<file path="config.mk">
export PLATFORM = sky130hd
export DESIGN_NAME = pssh_key_id_extractor
export DESIGN_NICKNAME = d
export VERILOG_FILES = /design/src/sv/pkx_pkg.sv /design/src/sv/pssh_key_id_extractor.sv /design/src/sv/pkx_front.sv /design/src/sv/pkx_queue.sv
export VERILOG_INCLUDE_DIRS = /design/src /design/src/sv
export SDC_FILE = /design/constraint.sdc
export NUM_CORES = 1
export LEC_CHECK = 0
export BUFFER_PORTS_ARGS = -buffer_cell sky130_fd_sc_hd__buf_4
export CORE_UTILIZATION = 55
export CTS_CLUSTER_SIZE = 30
export DETAILED_ROUTE_END_ITERATION = 10
export PLACE_DENSITY = 0.83
export SYNTH_ARGS = -nofsm -noshare
export SYNTH_HDL_FRONTEND = slang
export SYNTH_HIERARCHICAL = 1
export SYNTH_SLANG_ARGS = --single-unit
</file>
<file path="constraint.sdc">
create_clock -name clk -period 4.2 [get_ports clk]
set_input_delay 0.21 -clock clk [delete_from_list [all_inputs] [get_ports clk]]
set_output_delay 0.21 -clock clk [all_outputs]
set_load 0.02 [all_outputs]
</file>
<file path="src/sv/pssh_key_id_extractor_assert.svh">
// assertion macros used by the key id extractor front stage (pkx_front)
`ifndef PSSH_KEY_ID_EXTRACTOR_ASSERT_SVH
`define PSSH_KEY_ID_EXTRACTOR_ASSERT_SVH

// same-cycle implication, checked outside reset
`define PKX_ASSERT(lbl, ante, cons, msg) \
	lbl: assert property (@(posedge clk) disable iff (!arst_n) (ante) |-> (cons)) \
		else $error(msg);

// next-cycle implication, checked outside reset
`define PKX_ASSERT_NX(lbl, ante, cons, msg) \
	lbl: assert property (@(posedge clk) disable iff (!arst_n) (ante) |=> (cons)) \
		else $error(msg);

`endif

</file>
<file path="src/sv/pkx_pkg.sv">
`timescale 1ns / 1ps
`default_nettype none
package pkx_pkg;

	localparam int KEY_BYTES       = 16;
	localparam int SYSTEM_ID_BYTES = 16;

	localparam int HDR_W  = 6;
	localparam int BIK_W  = 5;
	localparam int MP_W   = 3;
	localparam int KEYS_W = 32;

	localparam logic [HDR_W-1:0] VERSION_START = HDR_W'(8);
	localparam logic [HDR_W-1:0] VERSION_END   = HDR_W'(12);
	localparam logic [HDR_W-1:0] VERSION_LAST  = HDR_W'(11);
	localparam logic [HDR_W-1:0] COUNT_START   = HDR_W'(12 + SYSTEM_ID_BYTES);
	localparam logic [HDR_W-1:0] KEYS_START    = HDR_W'(16 + SYSTEM_ID_BYTES);
	localparam logic [BIK_W-1:0] KEY_LAST      = BIK_W'(KEY_BYTES - 1);
	localparam logic [MP_W-1:0]  MATCH_LAST    = MP_W'(3);

	localparam logic [7:0] CH_K      = 8'h6b;
	localparam logic [7:0] CH_LBRACK = 8'h5b;
	localparam logic [7:0] CH_RBRACK = 8'h5d;
	localparam logic [7:0] CH_QUOTE  = 8'h22;
	localparam logic [7:0] KIDS_WORD [4] = '{8'h6b, 8'h69, 8'h64, 8'h73};

	localparam int QUEUE_DEPTH = 2;
	localparam int QPTR_W      = $clog2(QUEUE_DEPTH);
	localparam int QCNT_W      = $clog2(QUEUE_DEPTH + 1);

	typedef enum logic [2:0] {
		PH_SEARCH,
		PH_SEEK,
		PH_LIST,
		PH_QUOTE,
		PH_DONE
	} phase_t;

	typedef struct packed {
		logic [7:0] key_byte;
		logic       byte_valid;
		logic       key_end;
	} result_t;

	// bit 6 set: not a base64 character
	function automatic logic [6:0] b64_decode(input logic [7:0] c);
		logic [7:0] d;
		d = 8'h00;
		if (c inside {[8'h41:8'h5a]}) begin
			d = c - 8'h41;
			return {1'b0, d[5:0]};
		end else if (c inside {[8'h61:8'h7a]}) begin
			d = c - 8'h61 + 8'd26;
			return {1'b0, d[5:0]};
		end else if (c inside {[8'h30:8'h39]}) begin
			d = c - 8'h30 + 8'd52;
			return {1'b0, d[5:0]};
		end else if (c inside {8'h2b, 8'h2d}) begin
			return 7'd62;
		end else if (c inside {8'h2f, 8'h5f}) begin
			return 7'd63;
		end
		return 7'h40;
	endfunction

endpackage
`default_nettype wire

</file>
<file path="src/sv/pssh_key_id_extractor.sv">
`timescale 1ns / 1ps
`default_nettype none
// Key id extractor for a content-protection (pssh) box. The box streams in one
// request per byte, with final_byte set on its last byte; after that byte the
// block is back at its start for the next box. Bytes 8..11 select the mode: all
// zero means version 0, where the "kids" list is found and each quoted base64
// string is decoded into key id bytes, with a key_end request (byte_valid low)
// at each closing quote; anything else means version 1, where a big-endian key
// count follows the system id and that many 16-byte key ids are passed through,
// key_end marking the last byte of each. Every input byte yields zero or one
// result, and a new byte can be taken every cycle while the queue has room. The
// front stage updates all parse state in the cycle of acceptance and writes any
// result into a two-entry queue whose head drives the output ports, so a result
// is registered in the queue and reaches the outputs once those ahead of it are
// popped. Input is held off in every cycle the queue is full; with a result per
// byte a stalled output fills it and holds the input off in turn.
module pssh_key_id_extractor (
	input  wire logic       clk,
	input  wire logic       arst_n,
	input  wire logic       in_valid,
	output logic            in_ready,
	input  wire logic [7:0] data_byte,
	input  wire logic       final_byte,
	output logic            out_valid,
	input  wire logic       out_ready,
	output logic [7:0]      key_byte,
	output logic            byte_valid,
	output logic            key_end
);
	import pkx_pkg::*;

	logic    take;
	logic    push;
	logic    q_full;
	result_t front_res;
	result_t head;

	// accept while the queue has room for the one result a byte may cause
	assign in_ready = !q_full;
	assign take     = in_valid && in_ready;

	// front: header tracking, kids/list scan, base64 decode, version 1 counter
	pkx_front u_front (
		.clk        (clk),
		.arst_n     (arst_n),
		.take       (take),
		.data_byte  (data_byte),
		.final_byte (final_byte),
		.res        (front_res),
		.push       (push)
	);

	// back: queue head is the output register
	pkx_queue u_queue (
		.clk      (clk),
		.arst_n   (arst_n),
		.push     (push),
		.wr_data  (front_res),
		.full     (q_full),
		.rd_valid (out_valid),
		.pop      (out_ready),
		.rd_data  (head)
	);

	assign key_byte   = head.key_byte;
	assign byte_valid = head.byte_valid;
	assign key_end    = head.key_end;

endmodule
`default_nettype wire

</file>
<file path="src/sv/pkx_front.sv">
`timescale 1ns / 1ps
`default_nettype none
`include "pssh_key_id_extractor_assert.svh"
module pkx_front (
	input  wire logic            clk,
	input  wire logic            arst_n,
	input  wire logic            take,
	input  wire logic [7:0]      data_byte,
	input  wire logic            final_byte,
	output pkx_pkg::result_t     res,
	output logic                 push
);
	import pkx_pkg::*;

	logic [HDR_W-1:0]  hdr_q, hdr_d;
	logic              ver_q, ver_d;
	logic [MP_W-1:0]   mp_q, mp_d;
	phase_t            phase_q, phase_d;
	logic [1:0]        grp_q, grp_d;
	logic [5:0]        carry_q, carry_d;
	logic [KEYS_W-1:0] keys_q, keys_d;
	logic [BIK_W-1:0]  bik_q, bik_d;
	logic              emit0;
	logic [6:0]        b64;

	always_ff @(posedge clk or negedge arst_n) begin
		if (!arst_n) begin
			phase_q <= PH_SEARCH;
		end else begin
			phase_q <= phase_d;
		end
	end

	always_ff @(posedge clk or negedge arst_n) begin
		if (!arst_n) begin
			hdr_q   <= '0;
			ver_q   <= 1'b0;
			mp_q    <= '0;
			grp_q   <= '0;
			carry_q <= '0;
			keys_q  <= '0;
			bik_q   <= '0;
		end else begin
			hdr_q   <= hdr_d;
			ver_q   <= ver_d;
			mp_q    <= mp_d;
			grp_q   <= grp_d;
			carry_q <= carry_d;
			keys_q  <= keys_d;
			bik_q   <= bik_d;
		end
	end

	always_comb begin
		hdr_d   = hdr_q;
		ver_d   = ver_q;
		mp_d    = mp_q;
		phase_d = phase_q;
		grp_d   = grp_q;
		carry_d = carry_q;
		keys_d  = keys_q;
		bik_d   = bik_q;
		res     = '0;
		push    = 1'b0;
		emit0   = 1'b0;
		b64     = b64_decode(data_byte);
		if (take) begin
			if (hdr_q >= VERSION_START && hdr_q < VERSION_END && data_byte != 8'h00) begin
				ver_d = 1'b1;
			end
			emit0 = (hdr_q >= VERSION_LAST) && !ver_d;

			case (phase_q)
				PH_SEARCH: begin
					if (data_byte == KIDS_WORD[mp_q[1:0]]) begin
						if (mp_q >= MATCH_LAST) begin
							mp_d    = '0;
							phase_d = PH_SEEK;
						end else begin
							mp_d = mp_q + MP_W'(1);
						end
					end else begin
						mp_d = (data_byte == CH_K) ? MP_W'(1) : '0;
					end
				end
				PH_SEEK: begin
					if (data_byte == CH_LBRACK) phase_d = PH_LIST;
				end
				PH_LIST: begin
					if (data_byte == CH_RBRACK) begin
						phase_d = PH_DONE;
					end else if (data_byte == CH_QUOTE) begin
						phase_d = PH_QUOTE;
						grp_d   = '0;
						carry_d = '0;
					end
				end
				PH_QUOTE: begin
					if (data_byte == CH_RBRACK) begin
						phase_d = PH_DONE;
					end else if (data_byte == CH_QUOTE) begin
						phase_d = PH_LIST;
						if (emit0) begin
							res.key_end = 1'b1;
							push        = 1'b1;
						end
					end else if (!b64[6]) begin
						case (grp_q)
							2'd0: begin
								carry_d = b64[5:0];
							end
							2'd1: begin
								res.key_byte = {carry_q[5:0], b64[5:4]};
								carry_d      = {2'b00, b64[3:0]};
							end
							2'd2: begin
								res.key_byte = {carry_q[3:0], b64[5:2]};
								carry_d      = {4'b0000, b64[1:0]};
							end
							default: begin
								res.key_byte = {carry_q[1:0], b64[5:0]};
								carry_d      = '0;
							end
						endcase
						if (grp_q != 2'd0 && emit0) begin
							res.byte_valid = 1'b1;
							push           = 1'b1;
						end else begin
							res.key_byte = '0;
						end
						grp_d = grp_q + 2'd1;
					end
				end
				default: begin
				end
			endcase

			// version 1: count word, then fixed-size key ids
			if (ver_d && hdr_q >= COUNT_START) begin
				if (hdr_q < KEYS_START) begin
					keys_d = {keys_q[KEYS_W-9:0], data_byte};
				end else if (keys_q != '0) begin
					res.key_byte   = data_byte;
					res.byte_valid = 1'b1;
					res.key_end    = 1'b0;
					push           = 1'b1;
					if (bik_q >= KEY_LAST) begin
						res.key_end = 1'b1;
						bik_d       = '0;
						keys_d      = keys_q - KEYS_W'(1);
					end else begin
						bik_d = bik_q + BIK_W'(1);
					end
				end
			end

			if (hdr_q < KEYS_START) hdr_d = hdr_q + HDR_W'(1);

			if (final_byte) begin
				hdr_d   = '0;
				ver_d   = 1'b0;
				mp_d    = '0;
				phase_d = PH_SEARCH;
				grp_d   = '0;
				carry_d = '0;
				keys_d  = '0;
				bik_d   = '0;
			end
		end
	end

	`PKX_ASSERT(a_res_nonempty, push, res.byte_valid || res.key_end, "empty result pushed")
	`PKX_ASSERT(a_hdr_bound, 1'b1, hdr_q <= KEYS_START, "header position overran")
	`PKX_ASSERT_NX(a_final_clears, take && final_byte, hdr_q == '0 && phase_q == PH_SEARCH && keys_q == '0, "state not cleared after final byte")

endmodule
`default_nettype wire

</file>
<file path="src/sv/pkx_queue.sv">
`timescale 1ns / 1ps
`default_nettype none
module pkx_queue (
	input  wire logic             clk,
	input  wire logic             arst_n,
	input  wire logic             push,
	input  wire pkx_pkg::result_t wr_data,
	output logic                  full,
	output logic                  rd_valid,
	input  wire logic             pop,
	output pkx_pkg::result_t      rd_data
);
	import pkx_pkg::*;

	result_t            mem_q [QUEUE_DEPTH];
	logic [QPTR_W-1:0]  wr_ptr_q, rd_ptr_q;
	logic [QCNT_W-1:0]  cnt_q;
	logic               do_push, do_pop;

	assign full     = (cnt_q == QCNT_W'(QUEUE_DEPTH));
	assign rd_valid = (cnt_q != '0);
	assign rd_data  = mem_q[rd_ptr_q];
	assign do_push  = push && !full;
	assign do_pop   = pop && rd_valid;

	always_ff @(posedge clk) begin
		if (do_push) mem_q[wr_ptr_q] <= wr_data;
	end

	always_ff @(posedge clk or negedge arst_n) begin
		if (!arst_n) begin
			wr_ptr_q <= '0;
			rd_ptr_q <= '0;
			cnt_q    <= '0;
		end else begin
			if (do_push) begin
				wr_ptr_q <= (wr_ptr_q == QPTR_W'(QUEUE_DEPTH - 1)) ? '0 : wr_ptr_q + QPTR_W'(1);
			end
			if (do_pop) begin
				rd_ptr_q <= (rd_ptr_q == QPTR_W'(QUEUE_DEPTH - 1)) ? '0 : rd_ptr_q + QPTR_W'(1);
			end
			if (do_push && !do_pop) begin
				cnt_q <= cnt_q + QCNT_W'(1);
			end else if (do_pop && !do_push) begin
				cnt_q <= cnt_q - QCNT_W'(1);
			end
		end
	end

endmodule
`default_nettype wire
</file>
Word level (Yosys, flattened, before mapping). Memory sizes are Yosys's and may differ from the RTL's. Cells that the tools add are included.

Memories: 1. Bits of input ports: 13. Logic and storage cells: 193. Output and inout bits: 12. Register bits after elaboration: 62. Bits in writable memories: 20.

Memories: u_queue.mem_q (words 2, bits a word 10, rd ports 1, clocked after memory_dff 0, write ports 1, RTL line pkx_queue.sv:15) `result_t mem_q [QUEUE_DEPTH];`.

Reduce and logical (&&, ||, !) cells: 40. Add/sub/neg operators: 14. Bitwise operators: 1. $lt $le $gt $ge: 14. Muxes and demuxes: 86. Eq/ne operators: 26.

Operators with widths (number): $mux W32 (5); $mux W10 (6); $mux W6 (8); $mux W7 (6); $mux W3 (12); $eq A8 B6 Y1 const B (4); $eq A8 B7 Y1 const B (4); $reduce_bool A32 Y1 (1); $sub A32 B1 Y32 const B (1); $mux W1 (25); $mux W5 (5); $mux W8 (3); $pmux W8 S3 (1); $mux W9 (2); $pmux W6 S3 (1); $reduce_bool A2 Y1 (9); $bmux W8 S2 (1); $ge A8 B7 Y1 const B (2); $le A8 B7 Y1 const B (2); $mux W2 (8); $reduce_and A7 Y1 (2); $logic_and A1 B1 Y1 (13); $ge A6 B4 Y1 const B (2); $ne A3 B2 Y1 const B (4); 38 further kinds (54).

Depth between registers and ports, before layout. Gate-level depths: netlist (run 1).

Word-level depth: 22. Mapped depth: 17. Depth with buffers taken out: 15.

Hierarchy. The synthesis (run 1) kept the hierarchy.

Modules (own cells, without submodules): pkx_front (times used 1, area an instance 4559.4 um2, seq. area each 1451.4 um2, cells each 579); pkx_queue (times used 1, area an instance 968.4 um2, seq. area each 700.7 um2, cells each 50); pssh_key_id_extractor (times used 1, area an instance 10.0 um2, seq. area each 0.0 um2, cells each 2).

Worst setup path before layout (run 1). No wires, ideal clock.

Path kind: in2reg. Start: input data_byte[0]. End: memory u_queue/mem_q[0][0] in the netlist's numbering, enable pin. Arrival: 2.893 ns. Path buffers: 2. Path slack: 0.931 ns. Setup time: 0.376 ns. Data required time: 3.824 ns. Cell stages on the path: 13. Path through: clkbuf_1 inv_1 ha_1 nor2b_1 o211a_1 nor3_1 or4_1 buf_2 nand2b_1 a21oi_1 o21a_1 nand2_2 nor2_1.

Cells in the longest elaborated chain, start to end: 19. Elaborated cells on any way between the ends: 48. Classes of those cells: order compare: 6; eq/ne: 6; mux: 24; reduce/logical: 12.

Ends and longest elaborated chain: from (decl) (RTL line pssh_key_id_extractor.sv:22) `input wire logic [7:0] data_byte,`; $eq A8 B6 Y1 (tied with other cells) (RTL line pkx_pkg.sv:60) `end else if (c inside {8'h2f, 8'h5f}) begin`; $reduce_bool A2 Y1 or $logic_and A1 B1 Y1 (tied branches) (RTL line pkx_pkg.sv:60, pkx_front.sv:68); $mux W1, on equally long branches (RTL line pkx_pkg.sv:60, pkx_front.sv:68); $mux W1, on equally long branches (RTL line pkx_pkg.sv:58, pkx_front.sv:67); $mux W1 or $logic_not A1 Y1 (tied branches) (RTL line pkx_pkg.sv:55, pkx_front.sv:71); $mux W1 or $logic_and A1 B1 Y1 (tied branches) (RTL line pkx_pkg.sv:52, pkx_front.sv:71); $mux W1 or $logic_and A1 B1 Y1 (tied branches) (RTL line pkx_pkg.sv:49, pkx_front.sv:125); $mux W7 or $mux W1 (tied branches) (RTL line pkx_pkg.sv:63, pkx_front.sv:125); [... 4 more ...]; $mux W1 (RTL line pkx_front.sv:142) `end else if (keys_q != '0) begin`; $mux W1 (RTL line pkx_front.sv:140) `if (hdr_q < KEYS_START) begin`; $mux W1 * (RTL line pkx_front.sv:139) `if (ver_d && hdr_q >= COUNT_START) begin`; $mux W1 * (RTL line pkx_front.sv:67) `if (take) begin`; net push (RTL line pssh_key_id_extractor.sv:33) `logic push;`; $logic_and A1 B1 Y1 * (RTL line pkx_queue.sv:23) `assign do_push = push && !full;`; $mux W1 * (RTL line pkx_queue.sv:27) `if (do_push) mem_q[wr_ptr_q] <= wr_data;`; $mux W1 (implied by the code) * (RTL line pkx_queue.sv:27); to (decl) (RTL line pkx_queue.sv:15).

The timed path passes the listed nets; every way through them passes the cells marked *. The select of a mux whose other input is x is not followed.

Final worst setup path (run 1).
Start: register u_front.keys_q[0]. End: register u_queue.cnt_q[1].

Cells in the longest elaborated chain, start to end: 9. Elaborated cells on any way between the ends: 11. Classes of those cells: mux: 5; reduce/logical: 6.

Ends and longest elaborated chain: from (decl) (RTL line pkx_front.sv:21) `logic [KEYS_W-1:0] keys_q, keys_d;`; from (signal assigned) (RTL line pkx_front.sv:49) `keys_q <= keys_d;`; $reduce_bool A32 Y1 * (RTL line pkx_front.sv:142); $mux W1 * (RTL line pkx_front.sv:142); $mux W1 * (RTL line pkx_front.sv:140); $mux W1 * (RTL line pkx_front.sv:139); $mux W1 * (RTL line pkx_front.sv:67); net push (RTL line pssh_key_id_extractor.sv:33); $logic_and A1 B1 Y1 * (RTL line pkx_queue.sv:23); net u_queue.do_push (RTL line pkx_queue.sv:18) `logic do_push, do_pop;`; $logic_not A1 Y1 (RTL line pkx_queue.sv:44) `end else if (do_pop && !do_push) begin`; $logic_and A1 B1 Y1 (RTL line pkx_queue.sv:44); $reduce_bool A2 Y1 (no source line); to (signal assigned) (RTL line pkx_queue.sv:43) `cnt_q <= cnt_q + QCNT_W'(1);`; to (signal assigned) (RTL line pkx_queue.sv:45) `cnt_q <= cnt_q - QCNT_W'(1);`; to (decl) (RTL line pkx_queue.sv:17) `logic [QCNT_W-1:0] cnt_q;`.

The timed path passes the listed nets; every way through them passes the cells marked *. A chain may end at the register's enable or synchronous reset.

==> results of run 1 <==
-- state kept, by name (all words and copies together), names as in the netlist --
signal,count
u_front/carry_q,6
u_queue/mem_q,20
u_queue/wr_ptr_q,1
u_queue/rd_ptr_q,1
u_front/mp_q,3
u_front/keys_q,32
u_front/bik_q,5
u_front/ver_q,1
u_queue/cnt_q,2
u_front/hdr_q,6
u_front/phase_q,3
u_front/grp_q,2
-- power by group through the flow --
stage	logic (uW)	registers, uW	clock network [uW]
2_1_floorplan	803	1060	0
3_3_place_gp	934	1140	0
3_5_place_dp	957	1150	0
4_1_cts	962	1130	512
5_1_grt	1080	1160	547
6_report	974	1140	501
-- cell usage after synthesis (3+ instances only) --
cell type  instances
a211oi_1           4
a21boi_0           3
a21o_1             5
a21oi_1           41
a221oi_1           3
a22o_1             3
a22oi_1           16
a31oi_1            5
a32o_1             3
a32oi_1            6
and2_1             5
and3_1            15
buf_2              6
clkbuf_1          28
dfrtp_1           62
edfxtp_1          20
ha_1              23
inv_1             32
mux2_2             6
mux2_4             9
mux2i_1            4
nand2_1           40
nand2b_1           5
nand3_1           15
nand3b_1           6
nand4_1            8
nor2_1            54
nor2b_1            8
nor3_1            20
nor3b_1            6
nor4_1             9
o211ai_1           3
o21a_1             5
o21ai_0           76
o22ai_1            4
o31ai_1            8
or3_1              7
or4_1              3
xnor2_1            9
xor2_1             4
-- metal layers --
metal	vias up	track usage, %
met1	2364	34.8
met4	0	11.8
met2	290	45.2
met5	-	0
li1	2335	-
met3	46	4.58
-- stage by stage --
stage	utilization [%]	cell area, um^2	setup WS (ns)	cells
6_report	60.9	5950	0.737	774
4_1_cts	60.9	5950	0.766	774
2_1_floorplan	-	5540	0.931	631
3_5_place_dp	59.1	5770	0.648	757
3_3_place_gp	59.1	5770	0.868	757
5_1_grt	60.9	5950	0.347	774
-- final timing paths --
| check | startpoint | endpoint | slack, ns |
|---|---|---|---|
| worst min-delay path | out_ready | u_queue/rd_ptr_q$_DFFE_PN0P_ | 0.12 |
| worst max-delay path | u_front/keys_q[0]$_DFFE_PN0P_ | u_queue/cnt_q[1]$_DFFE_PN0P_ | 0.74 |
| max in group asynchronous | arst_n | u_front/keys_q[28]$_DFFE_PN0P_ | 3.19 |
| min in group asynchronous | arst_n | u_queue/cnt_q[1]$_DFFE_PN0P_ | 0.47 |
| worst min register to register | u_queue/cnt_q[1]$_DFFE_PN0P_ | u_queue/cnt_q[1]$_DFFE_PN0P_ | 0.50 |
| worst max register to register | u_front/keys_q[0]$_DFFE_PN0P_ | u_queue/cnt_q[1]$_DFFE_PN0P_ | 0.74 |
-- cells by family after synthesis --
logic type	after synthesis
AND/OR/NAND/NOR	218
AO/OA/AOI/OAI	205
flip-flops	82
buffers and inverters	71
adder cells (fa/ha/maj)	23
multiplexers	19
XOR/XNOR	13
-- critical path: cells and delay by family, from the launching register on --
family                     cells  cell delay (ns)
adders and majority gates      2             0.50
xor gates and xnor gates       1             0.15
and+or+nand+nor                5             1.50
AOI/OAI and AO/OA              2             0.66
buffers and inverters          2             0.15
DFF                            1             0.44
-- cell type report --
class                      instances  share of cell area (%)
inverter                          33                    2.08
multi-input combinational        478                    52.0
clock buffer                       9                    2.08
clock inverter                     7                   0.778
tap                              133                    2.80
timing repair buffer              32                    4.08
sequential                        82                    36.2
-- timing repair --
action | 4_1_cts | 5_1_grt
endpoints found under the setup margin | 0 | 0
buffers inserted | 0 | 0
endpoints found under the hold margin | 62 | 0
hold buffers | 1 | 0
-- cells in the final DEF, fill, tap and decap left out, drive strengths merged, types with 6 or more instances in the layout --
master / count
o21ai: 76
dfrtp: 62
nor2: 55
nand2: 42
a21oi: 41
inv: 32
buf: 31
ha: 23
nor3: 21
edfxtp: 20
a22oi: 16
and3: 16
nand3: 15
mux2: 15
nor4: 10
clkbuf: 9
xnor2: 9
nand4: 8
o31ai: 8
nor2b: 8
or3: 7
nor3b: 6
nand3b: 6
a32oi: 6
and2: 6
a31oi: 6
==> flow_metrics.py, run 1 <==
metrics = {
    "timing": {
        "slew_viol_final": 0,
        "fin_tns_setup_ns": 0,
        "worst_slew_pin_slew_ns": 0.884,
        "finalHoldViolCount": 0,
        "period_minus_slack_ns": 3.46,
        "period_share_pct": 82.5,
        "slew_headroom_pct": 40.6,
        "fmax_mhz": 289,
        "grt_setup_unrepaired": "no",
        "fin_hold_ws_ns": 0.116,
        "setup_viol": 0,
        "finClkSkew_ns": 0.00944,
    },
    "logic_synthesis": {
        "syn-cell-area_um2": 5540,
        "synth_xor_area_share_pct": 2.06,
        "synthAdderAreaFrac_pct": 5.20,
        "synthSimpleGateAreaFrac_pct": 20.8,
        "ys_warn_count": 6,
        "yosys.area.top_type": "dfrtp_1",
        "synth.distinct_cells": 74,
        "synth_seq_area_share_pct": 38.9,
        "synth-main-ff-cell": "dfrtp_1",
        "ys_ff_latch": 82,
        "ys_async_sr_fraction_pct": 75.6,
        "yosys-mux-area-fraction_pct": 4.38,
        "syn_area_per_cell_um2": 8.78,
        "synth_nets": 667,
        "synth_top_area_share_pct": 28.0,
        "synth_top_cells_by_area": "dfrtp_1, edfxtp_1, o21ai_0, ha_1, a21oi_1",
        "synth_compound_area_share_pct": 23.4,
        "synthCells": 631,
        "synth_top_family_by_area": "compound AO/OA/AOI/OAI gates",
        "synth-edff-count": 20,
    },
    "route": {
        "vias": 5035,
        "highest_layer": "met4",
        "firstDrtPassIters": 6,
        "routedWlPerCell_um": 17.1,
        "vias_per_cell": 6.51,
        "wl_mm": 13.3,
        "met2_wirelength_mm": 6.37,
        "drc": 0,
        "dr_wl_met3_mm": 1.03,
        "ant_nets": 0,
        "wl_met1_mm": 5.52,
        "first_iter_violations": 501,
    },
    "final_layout": {
        "num_antenna_cells": 0,
        "fillers": 814,
        "multi_input_area_um2": 3100,
        "syn2layout_area_growth_pct": 7.48,
        "finalNetCount": 672,
        "seqCellArea_um2": 2150,
        "drive_above_1_share_pct": 12.0,
    },
    "clock_tree": {
        "cts_buffers": 9,
        "ctsResizeCount": 0,
        "cts.sinks": 82,
        "cts_tree": "built",
        "cts.clk_slew.worst_paths_ns": 0.08,
        "htree_levels": 3,
        "clk_latency_ns": 0.35,
        "cts_buffer_depth": 2,
        "clockRootBuffer": "clkbuf_8",
    },
    "die": {
        "core-area_um2": 9770,
        "dieArea_um2": 10500,
        "die_x_um": 102,
        "die_h_um": 102,
        "row_count": 36,
        "ios": 25,
        "start_util_pct": 56.7,
    },
    "power": {
        "power_uw": 2620,
        "clkPwrFrac_pct": 19.1,
        "p_leak_uw": 0.00245,
        "p_int_uw": 1540,
        "switching_share_pct": 41.1,
        "pwr-share-seq_pct": 43.6,
        "vdd_ir_drop_max_v": 0.000245,
        "power_frac_comb_pct": 37.2,
        "switchingPower_uw": 1080,
        "powerDensity_nw_per_um2": 439,
    },
    "placement": {
        "gp_congestion": 0.985,
        "io_buffer_count": 24,
        "hpwlAfterDp_mm": 9.43,
    },
    "global_routing": {
        "grt_max_degree": 63,
        "grt.total_usage_pct": 27.1,
        "grt_overflow_total": 0,
        "grt_pass1_vias": 4771,
        "antenna_found_initial": 0,
        "grt_pass1_wl_mm": 22.2,
    },
    "critical_path": {
        "crit_path_max_incr_delay_ns": 0.46,
        "crit_arrival_ns": 3.74,
        "critPathLaunchType": "flip-flop",
        "worst-endpoint-required_ns": 4.48,
        "ff2ff_path_depth": 12,
        "worstSetupEndpointType": "flip-flop",
        "cp_max_fo": 15,
        "crit_chain": "inv_1 -> ha_1 -> nor3b_1 -> nand4_1 -> nor3_4 -> a31oi_2 -> o21a_1 -> nand2_2 -> inv_1 -> ha_1 -> nor2_1 -> xor2_1",
        "path_class": "reg2reg",
        "worst_path_max_delay_cell": "nor3b_1",
    },
    "worst_hold_path": {
        "hold_depth": 3,
        "hp-class": "in2reg",
    },
    "status": {
        "status": "finished, final reports clean",
    },
    "run": {
        "max-cap-violations": 0,
    },
}
Power figures use the tool's default switching activity.
==> run 2, diff against run 1 <==
Settings changed: PLACE_DENSITY 0.83 to 0.86.
Clock period 4.2 ns to 3 ns, I/O delays scaled along.
==> flow_metrics.py, run 2 (synthesis results as in run 1) <==
metrics = {
    "final_layout": {
        "drive_above_1_share_pct": 15.3,
        "final_common_cell": "o21ai_0",
        "num_antenna_cells": 0,
        "seqCellArea_um2": 2150,
        "largest_reg_flops": 32,
        "fin_cells": 798,
        "syn2layout_area_growth_pct": 11.9,
        "final_cell_mix": "o21ai_0, dfrtp_1, buf_4",
        "regMostFlops": "u_front/keys_q",
        "reg_top3": "u_front/keys_q: 32 flops, u_queue/mem_q: 20 flops",
        "fin_util_pct": 63.4,
        "multi_input_area_um2": 3120,
        "fillers": 811,
        "finalNetCount": 696,
    },
    "critical_path": {
        "worst_path_max_delay_cell": "or4_1",
        "worstSetupEndpointType": "flip-flop",
        "regToRegSetupSlack_ns": 0.19,
        "path_delay_family": "simple AND/OR/NAND/NOR gates",
        "critPathLaunchType": "flip-flop",
        "path_class": "reg2reg",
        "worst-endpoint-required_ns": 3.28,
        "crit_chain": "or4_1 -> or3_4 -> nor3_4 -> a31oi_4 -> o21a_1 -> nand2_2 -> inv_1 -> ha_1 -> nor2_1 -> xor2_1",
        "crit_path_max_incr_delay_ns": 0.55,
        "cp_max_fo": 5,
        "crit_arrival_ns": 3.09,
        "cp_num_buf_inv": 1,
    },
    "timing": {
        "period_minus_slack_ns": 2.81,
        "finalHoldViolCount": 0,
        "slew_headroom_pct": 46.9,
        "grt_setup_unrepaired": "no",
        "period_share_pct": 93.6,
        "setup_viol": 0,
        "fmax_mhz": 356,
        "worst_slew_pin_slew_ns": 0.796,
        "fin_tns_setup_ns": 0,
        "slew_viol_final": 0,
        "finClkSkew_ns": 0.00799,
    },
    "global_routing": {
        "grt_max_degree": 63,
        "antenna_found_initial": 0,
        "grt_pass1_wl_mm": 23.0,
        "grt_pass1_vias": 4713,
        "grt_overflow_total": 0,
        "grt.total_usage_pct": 28.3,
    },
    "route": {
        "first_iter_violations": 405,
        "vias": 5124,
        "ant_nets": 0,
        "firstDrtPassIters": 5,
        "drc": 0,
        "vias_per_cell": 6.42,
        "wl_mm": 13.8,
        "routedWlPerCell_um": 17.3,
    },
    "placement": {
        "io_buffer_count": 24,
        "placed_cells": 781,
        "hpwlAfterDp_mm": 9.92,
        "gp_congestion": 0.932,
    },
    "die": {
        "core-area_um2": 9770,
        "start_util_pct": 56.7,
        "row_count": 36,
        "dieArea_um2": 10500,
        "die_x_um": 102,
        "ios": 25,
        "die_h_um": 102,
    },
    "clock_tree": {
        "cts_setup_buffers": 0,
        "clk_latency_ns": 0.36,
        "cts.sinks": 82,
        "clockRootBuffer": "clkbuf_8",
        "cts_tree": "built",
        "cts_buffers": 9,
        "cts.clk_slew.worst_paths_ns": 0.08,
        "cts_buffer_depth": 2,
        "htree_levels": 3,
    },
    "power": {
        "power_uw": 3930,
        "powerDensity_nw_per_um2": 634,
        "p_leak_uw": 0.00259,
        "vdd_ir_drop_max_v": 0.000397,
    },
    "worst_hold_path": {
        "hp-class": "in2reg",
    },
    "run": {
        "max-cap-violations": 0,
    },
    "status": {
        "status": "finished, final reports clean",
    },
}
[run 2: cell count changes in the layout (fill, tap and decap cells not counted), sizes merged]
cell / delta
buf: +24
bufinv: +1
clkinv: -1
clkinvlp: -2
clkbuf: +2
[run 2: layout make-up]
cell class | instances | share of cell area [%]
timing repair buffer | 56 | 7.03
clock inverter | 5 | 0.868
clock buffer | 11 | 2.28
sequential | 82 | 34.7
tap | 133 | 2.69
multi-input combinational | 478 | 50.4
inverter | 33 | 2.00
[run 2: timing repair]
item                       CTS  global route
hold buffers                 1             0
resized for setup            0             2
setup endpoints to repair    0             1
hold endpoints to repair    62             0
[run 2: power breakdown]
part	switching (uW)	internal, uW	leakage, uW	total (uW)
registers	259	1310	0.000999	1570
logic	888	669	0.00150	1560
clock network	399	404	0.0000946	803
total	1550	2380	0.00259	3930
[run 2: layer usage]
metal  up-vias  wire length [um]  GRT usage [%]
met5         -                 0              0
met4         0               352           11.6
met3        32               857           3.76
met2       245              6720           46.6
met1      2465              5910           37.7
li1       2382                 -              -
[run 2: final timing paths]
path                                                      from  cells after the start                      endpoint
max in group asynchronous                               arst_n                      2   u_front/mp_q[2]$_DFFE_PN0P_
worst min register to register    u_front/bik_q[4]$_DFFE_PN0P_                      2  u_front/bik_q[4]$_DFFE_PN0P_
worst min-delay path                                 out_ready                      3  u_queue/rd_ptr_q$_DFFE_PN0P_
min in group asynchronous                               arst_n                      2  u_front/bik_q[4]$_DFFE_PN0P_
worst max register to register  u_front/keys_q[19]$_DFFE_PN0P_                     10  u_queue/cnt_q[1]$_DFFE_PN0P_
worst max-delay path            u_front/keys_q[19]$_DFFE_PN0P_                     10  u_queue/cnt_q[1]$_DFFE_PN0P_
[run 2: through the flow]
stage / hold WS [ns] / cell area, um^2 / setup WS, ns
detailed placement: 0.298 / 5980 / 0.0317
CTS: 0.0542 / 6180 / 0.0951
global route: 0.0632 / 6200 / 0.000401
floorplan: -0.146 / 5550 / 0.0229
finish: 0.0605 / 6200 / 0.193
global placement: 0.287 / 5980 / 0.108
[run 2: worst register-to-register path, delay by kind of cell (launching register included)]
| family | cells | cell delay (ns) |
|---|---|---|
| adders and majority gates | 1 | 0.32 |
| DFF | 1 | 0.38 |
| and+or+nand+nor | 5 | 1.43 |
| AOI/OAI and AO/OA | 2 | 0.39 |
| xor gates and xnor gates | 1 | 0.16 |
| buffers and inverters | 1 | 0.05 |
==> run 3, diff against run 2 <==
Settings changed: CELL_PAD_IN_SITES_DETAIL_PLACEMENT set to 0, CELL_PAD_IN_SITES_GLOBAL_PLACEMENT set to 1, CORE_UTILIZATION 55 to 43, PLACE_DENSITY 0.86 to 0.87.
==> flow_metrics.py, run 3 (synthesis results as in run 1) <==
metrics = {
    "status": {
        "status": "finished, final reports clean",
    },
    "final_layout": {
        "final_common_cell": "o21ai_0",
        "reg_top3": "u_front/keys_q: 32 flops, u_queue/mem_q: 20 flops",
        "fillers": 1163,
        "finalNetCount": 705,
        "final_cell_mix": "o21ai_0, buf_4, dfrtp_1",
        "fin_area_um2": 6420,
        "largest_reg_flops": 32,
        "regMostFlops": "u_front/keys_q",
        "drive_above_1_share_pct": 16.6,
        "num_antenna_cells": 0,
        "syn2layout_area_growth_pct": 16.0,
    },
    "clock_tree": {
        "htree_levels": 3,
        "clk_latency_ns": 0.35,
        "cts.clk_slew.worst_paths_ns": 0.07,
        "clockRootBuffer": "clkbuf_16",
        "cts_buffer_depth": 2,
        "cts_buffers": 9,
        "cts.sinks": 82,
        "cts_tree": "built",
        "cts_setup_buffers": 0,
    },
    "critical_path": {
        "cp_max_fo": 5,
        "ff2ff_path_depth": 10,
        "path_delay_family": "simple AND/OR/NAND/NOR gates",
        "crit_chain": "or4_1 -> or3_1 -> nor3_4 -> a31oi_4 -> o21a_1 -> nand2_2 -> inv_1 -> ha_1 -> nor2_1 -> xor2_1",
        "worst-endpoint-required_ns": 3.27,
        "cp.depth": 10,
        "reg2reg_from": "u_front/keys_q[19]$_DFFE_PN0P_",
        "path_class": "reg2reg",
        "r2r-end": "u_queue/cnt_q[1]$_DFFE_PN0P_",
        "regToRegSetupSlack_ns": 0.19,
        "cp_num_buf_inv": 1,
        "crit_path_max_incr_delay_ns": 0.54,
        "worst_path_max_delay_cell": "or4_1",
        "crit_arrival_ns": 3.07,
        "critPathLaunchType": "flip-flop",
        "worstSetupEndpointType": "flip-flop",
    },
    "power": {
        "p_leak_uw": 0.00269,
        "powerDensity_nw_per_um2": 669,
        "vdd_ir_drop_max_v": 0.000430,
    },
    "timing": {
        "period_share_pct": 93.5,
        "finalHoldViolCount": 0,
        "setup_viol": 0,
        "grt_setup_unrepaired": "no",
        "slew_viol_final": 0,
        "fin_tns_setup_ns": 0,
        "period_minus_slack_ns": 2.81,
        "worst_slew_pin_slew_ns": 0.840,
        "fmax_mhz": 356,
        "finClkSkew_ns": 0.00950,
        "slew_headroom_pct": 44.0,
    },
    "worst_hold_path": {
        "hp-class": "in2reg",
        "hp-start": "out_ready",
        "hold_depth": 3,
        "whs_endpoint": "u_queue/rd_ptr_q$_DFFE_PN0P_",
    },
    "route": {
        "firstDrtPassIters": 5,
        "first_iter_violations": 474,
        "drc": 0,
        "vias": 5081,
        "routedWlPerCell_um": 17.6,
        "vias_per_cell": 6.01,
        "wl_mm": 14.9,
        "ant_nets": 0,
    },
    "global_routing": {
        "antenna_found_initial": 0,
        "grt.total_usage_pct": 23.9,
        "grt_max_degree": 63,
        "grt_pass1_wl_mm": 24.6,
        "grt_pass1_vias": 4908,
        "grt_overflow_total": 0,
    },
    "placement": {
        "gp_congestion": 0.882,
        "io_buffer_count": 24,
        "detailed_place.area_um2": 6090,
        "hpwlAfterDp_mm": 10.7,
    },
    "die": {
        "row_count": 41,
        "start_util_pct": 44.1,
        "core-area_um2": 12600,
        "die_h_um": 115,
        "dieArea_um2": 13300,
        "die_x_um": 115,
        "ios": 25,
    },
    "run": {
        "max-cap-violations": 0,
    },
}
run 3: power by group:
group | leakage [uW] | switching (uW) | internal [uW] | total, uW
clock | 0.000148 | 466 | 694 | 1160
sequential | 0.000999 | 250 | 1310 | 1560
combinational | 0.00154 | 894 | 683 | 1580
run 3: worst max-delay path by stage:
stage                                   startpoint                      endpoint  slack, ns
floorplan           u_front/keys_q[12]$_DFFE_PN0P_  u_queue/cnt_q[1]$_DFFE_PN0P_       0.02
global placement                      data_byte[0]  u_queue/cnt_q[1]$_DFFE_PN0P_       0.12
detailed placement                    data_byte[3]  u_queue/cnt_q[1]$_DFFE_PN0P_       0.06
CTS                 u_front/keys_q[19]$_DFFE_PN0P_  u_queue/cnt_q[1]$_DFFE_PN0P_       0.15
global route        u_front/keys_q[12]$_DFFE_PN0P_  u_queue/cnt_q[1]$_DFFE_PN0P_       0.01
finish              u_front/keys_q[19]$_DFFE_PN0P_  u_queue/cnt_q[1]$_DFFE_PN0P_       0.19
run 3: area by class of cell:
type                            count  area (um^2)  share of cell area (%)
Sequential cell                    82         2150                    33.5
Inverter                           33          124                    1.93
Multi-Input combinational cell    478         3120                    48.5
Clock buffer                       10          250                    3.89
Tap cell                          172          215                    3.35
Timing Repair Buffer               65          503                    7.83
Clock inverter                      6         62.6                   0.974
run 3: repair_timing:
| action | 4_1_cts | 5_1_grt |
|---|---|---|
| endpoints found under the hold margin | 62 | 0 |
| hold buffers | 1 | 0 |
| gates resized for setup | 0 | 1 |
| setup endpoints to repair | 0 | 1 |
run 3: worst min-delay path: stages:
cell and delay (ns):
buf_4 0.12, nand2_4 0.05, xnor2_1 0.05
run 3: per-layer routing:
layer,track usage [%],part of all wire (%)
met4,10.6,2.3
met3,4.08,5.2
met5,0,0
met2,38.5,47
met1,31.6,45
run 3: stage by stage:
step           setup slack (ns)  utilization [%]  power (uW)  std cells  hold slack, ns
2_1_floorplan            0.0229                -        2610        631          -0.146
3_3_place_gp              0.116             48.5        3100        829           0.304
3_5_place_dp             0.0629             48.5        3130        829           0.307
4_1_cts                   0.148             51.1        4300        846          0.0561
5_1_grt                  0.0117             51.1        4570        846          0.0585
6_report                  0.194             51.1        4300        846          0.0700
